===== src/rtl/core/fa2_pkg.sv =====
// Shared types and constants for the fixed-point atan2 pipeline.
`timescale 1ns / 1ps

package fa2_pkg;

  // Region codes: which approximation an item uses.
  localparam logic [1:0] REG_LOW  = 2'd0;  // |y| small against |x|: Pade of y/x
  localparam logic [1:0] REG_HIGH = 2'd1;  // |x| small against |y|: pi/2 minus Pade of x/y
  localparam logic [1:0] REG_MID  = 2'd2;  // near the diagonal: Pade about one

  // pi with 62 fraction bits, rounded up; scaled copies are rounded at elaboration.
  localparam logic [63:0] PI_Q62 = 64'hC90FDAA22168C235;

  // Flags that travel beside the data through every stage.
  typedef struct packed {
    logic [1:0] region;
    logic       xneg;     // abscissa is negative
    logic       yneg;     // ordinate is negative
    logic       dneg;     // operands of the ratio differ in sign
    logic       rneg;     // signed ratio is below zero
    logic       pneg;     // Pade numerator is below zero
    logic       zero;     // both inputs are zero
    logic       negaxis;  // x is zero and y is negative
  } side_t;

endpackage


===== src/rtl/core/fa2_div.sv =====
// Pipelined restoring divider that retires one quotient bit per stage.
`timescale 1ns / 1ps

module fa2_div #(
  parameter int QW = 17,
  parameter int DW = 33
) (
  input  logic                 clk,
  input  logic                 rst,
  input  logic                 in_valid,
  input  logic [DW-1:0]        in_rem,
  input  logic [QW-1:0]        in_bits,
  input  logic [DW-1:0]        in_den,
  input  fa2_pkg::side_t       in_side,
  output logic                 out_valid,
  output logic [QW-1:0]        out_quo,
  output fa2_pkg::side_t       out_side
);

  logic [QW-1:0]  vld;
  logic [DW-1:0]  rem  [QW];
  logic [QW-1:0]  quo  [QW];
  logic [QW-1:0]  bits [QW];
  logic [DW-1:0]  den  [QW];
  fa2_pkg::side_t side [QW];

  for (genvar k = 0; k < QW; k++) begin : g_stage
    logic           prev_vld;
    logic [DW-1:0]  prev_rem;
    logic [QW-1:0]  prev_quo;
    logic [QW-1:0]  prev_bits;
    logic [DW-1:0]  prev_den;
    fa2_pkg::side_t prev_side;
    logic [DW:0]    trial;
    logic           fits;
    logic [DW-1:0]  rem_next;

    // Select the previous stage, or the inputs for the first one.
    if (k == 0) begin : g_first
      assign prev_vld  = in_valid;
      assign prev_rem  = in_rem;
      assign prev_quo  = '0;
      assign prev_bits = in_bits;
      assign prev_den  = in_den;
      assign prev_side = in_side;
    end else begin : g_next
      assign prev_vld  = vld[k-1];
      assign prev_rem  = rem[k-1];
      assign prev_quo  = quo[k-1];
      assign prev_bits = bits[k-1];
      assign prev_den  = den[k-1];
      assign prev_side = side[k-1];
    end

    // Shift in the next dividend bit and subtract the divisor when it fits.
    always_comb begin
      trial    = {prev_rem, prev_bits[QW-1]};
      fits     = trial >= {1'b0, prev_den};
      rem_next = fits ? DW'(trial - {1'b0, prev_den}) : DW'(trial);
    end

    always_ff @(posedge clk) begin
      if (rst) begin
        vld[k] <= 1'b0;
      end else begin
        vld[k] <= prev_vld;
      end
      rem[k]  <= rem_next;
      quo[k]  <= {prev_quo[QW-2:0], fits};
      bits[k] <= {prev_bits[QW-2:0], 1'b0};
      den[k]  <= prev_den;
      side[k] <= prev_side;
    end
  end

  assign out_valid = vld[QW-1];
  assign out_quo   = quo[QW-1];
  assign out_side  = side[QW-1];

endmodule


===== config.mk =====
export PLATFORM = sky130hd
export DESIGN_NAME = fa2_div
export DESIGN_NICKNAME = d
export VERILOG_FILES = /design/src/rtl/core/fa2_pkg.sv /design/src/rtl/core/fa2_div.sv
export SDC_FILE = /design/constraint.sdc
export NUM_CORES = 2
export LEC_CHECK = 0
export BUFFER_PORTS_ARGS = -buffer_cell sky130_fd_sc_hd__clkbuf_2
export CORE_ASPECT_RATIO = 1.75
export CORE_MARGIN = 5
export CORE_UTILIZATION = 35
export DETAILED_ROUTE_END_ITERATION = 8
export PLACE_DENSITY = 0.49
export SYNTH_ARGS = -nofsm -noshare
export SYNTH_HDL_FRONTEND = slang
export SYNTH_SLANG_ARGS = --single-unit

===== constraint.sdc =====
create_clock -name clk -period 5.3 [get_ports clk]
set_clock_uncertainty 0.2 [all_clocks]
set_input_delay 1.06 -clock clk [delete_from_list [all_inputs] [get_ports clk]]
set_output_delay 1.06 -clock clk [all_outputs]
set_load 0.03 [all_outputs]

==> flow_summary.yaml <==
status:
  outcome: "finished clean"
route:
  wl_met3_mm: 4.11
  remaining_drc_errors: 0
  top_layer: "met5"
  post_drt_wl_per_cell_um: 16.5
  ant_nets: 0
  wl_mm: 157
  dr_wl_met2_mm: 92.1
  route.vias.total: 46600
  drt_iter0_markers: 1506
  dr.pass1.iters: 7
  avgViaCountPerCell: 4.90
  met1Wirelength_mm: 47.9
cells_and_area:
  fill_cells: 18500
  drive_above_1_share_pct: 10.2
  nNetsFinal: 7636
  multi_input_area_sq_um: 31900
  area_growth_pct: 13.8
  finalNonFillerCells: 9518
  final_cell_area_sq_um: 74500
  regArea_sq_um: 30300
clocking:
  path_clk_slew_ns: 0.07
  htreeDepth: 4
  ctsHoldBuffers: 0
  clk-insertion-delay-late_ns: 0.80
  post_cts_buffers: 0
  cts_sinks: 1515
  cts-resized-gates: 0
  root_buffer: "clkbuf_16"
  clk_path_buf_depth: 4
  cts_tree: "done"
  cts_buffers: 160
global_routing:
  antenna_found_initial: 2
  grt_max_degree: 65
  gr-usage-all-layers_pct: 15.5
  grt_pass1_vias: 48900
  grt_overflow: 0
  grt_pass1_wl_mm: 245
placement:
  dp_hpwl_mm: 126
  gp_congestion: 0.917
  dp_cells: 9240
  dp_slack_ns: 0.507
  portBuffers: 121
  placed_area_sq_um: 69100
synth:
  synth_edf_count: 0
  synth_fp_nets: 7454
  synth_ff_type: "dfxtp_1"
  synth-seq-cells: 1515
  synthDistinctLibCells: 95
  async_flop_share_pct: 0
  ys_warn_count: 0
  synthCells: 6782
  postSynthAreaPerCell_sq_um: 9.66
  netlist_area_sq_um: 65500
  synth_seq_area_share_pct: 46.3
setup_path:
  path_max_fanout: 64
  r2r_end: "rem[0][174]"
  worstSetupPathType: "flip-flop to flip-flop"
  reg2reg_depth: 14
  startpoint: "den[0][132]"
  rrSetupSlack_ns: 0.70
  start_kind: "flip-flop"
  end_kind: "flip-flop"
  crit-reg2reg-launch: "den[0][132]"
  cp.required_ns: 5.78
  crit_arrival_ns: 5.08
die:
  num_rows: 210
  pin_count: 122
  core_sq_um: 187000
  fp.dieArea_sq_um: 196000
  die_x_um: 337
  initial_core_util_pct: 35.1
  die_h_um: 582
hold_path:
  hold_end: "quo[0][123]"
  min_path_cells: 0
  hold_path.class: "flip-flop to flip-flop"
  hold_start: "quo[0][105]"
pwr:
  leakagePower_nw: 34.2
  power_mw: 51.6
  power.density_nw_per_um2: 693
  ir_drop_uv: 298
sta:
  worst_pin_slew_ns: 1.09
  final_max_slew_viol_count: 0
  period_share_pct: 86.8
  relSlewSlack_pct: 26.7
  hold_viol: 0
  fin_ws_ns: 0.699
  timing.fmax_mhz: 217
  setup_viol: 0
  setup_tns_ns: 0
  rsz0062_at_grt: "no"
  finalCriticalPeriod_ns: 4.60
run:
  cap_violations: 0
state kept, by name, indices dropped and copies added (netlist names):
register          count
g_stage.prev_vld     16
rem                 528
out_valid             1
quo                 153
den                 528
side                153
bits                136
critical path: stages, from the launching register on:
cell      delay [ns]
dfxtp_1         0.36
ha_1            0.18
inv_1           0.05
fa_1            0.40
a21o_1          0.18
a21oi_1         0.32
o221ai_1        0.26
o211ai_1        0.49
o311ai_1        0.24
a41oi_1         0.31
buf_4           0.18
o22ai_1         0.24
a221oi_4        0.34
buf_12          0.27
mux2_2          0.37
layout by cell type (no fill, tap or decap), types with 205 or more instances in the layout:
cell and instances:
dfxtp_1 1515, inv_1 718, a21oi_1 642, ha_1 561, nor2_1 419, nand2_1 334
a21o_1 310, xnor2_1 291, o21ai_0 289, mux2_2 205
report_power, final:
group	internal, mW	switching [mW]	leakage, nW
clock	6.82	4.54	2.59
combinational	10.9	13.4	18.8
sequential	14.6	1.41	12.8
total	32.3	19.4	34.2
stage by stage:
stage | utilization [%] | hold slack (ns)
floorplan | - | 0.110
global placement | 37.1 | 0.110
detailed placement | 37.1 | 0.112
CTS | 39.9 | 0.0759
global route | 39.9 | 0.102
finish | 39.9 | 0.117
synth_stat cells (62+ instances only):
library cell	number	share of area [%]
nor2b_1	83	0.79
nor2_1	419	2.4
ha_1	561	11
nor3_1	62	0.47
xor2_1	163	2.2
nand2_1	335	1.9
dfxtp_1	1515	46
clkbuf_1	108	0.62
xnor2_1	291	3.9
nand2b_1	62	0.59
o21bai_1	90	1.0
a21oi_1	644	4.9
inv_1	718	4.1
a21o_1	310	3.6
mux2_2	205	3.5
o21ai_0	289	2.2
nand3_1	108	0.83
nand4_1	101	0.96
kinds of logic after synthesis:
group                      share of synthesized area, %
AOI/OAI and AO/OA                                  17.2
xor gates and xnor gates                           6.07
adders and majority gates                          11.2
buffers and inverters                              5.18
DFF                                                46.3
muxes                                              4.32
and+or+nand+nor                                    9.67
area by class of cell:
| class | count | area share (%) |
|---|---|---|
| antenna | 1 | 0.00336 |
| clock buffer | 215 | 6.17 |
| clock inverter | 62 | 1.06 |
| inverter | 718 | 3.62 |
| multi-input combinational | 4386 | 42.8 |
| sequential | 1515 | 40.7 |
| tap | 2438 | 4.09 |
| timing repair buffer | 183 | 1.57 |
routing by layer:
metal | global-route usage (%) | vias up
li1 | - | 23700
met3 | 1.99 | 510
met2 | 33.4 | 812
met4 | 11.1 | 2
met1 | 12.0 | 21600
met5 | 0 | -
worst max-delay path by stage:
stage | end | cells past startpoint
after floorplan | rem[0][27] | 15
after global placement | rem[0][31] | 13
after detailed placement | rem[0][31] | 13
after CTS | rem[0][174] | 14
after global routing | rem[0][174] | 14
final | rem[0][174] | 14
No activity file was read; power rests on OpenSTA's default activity.
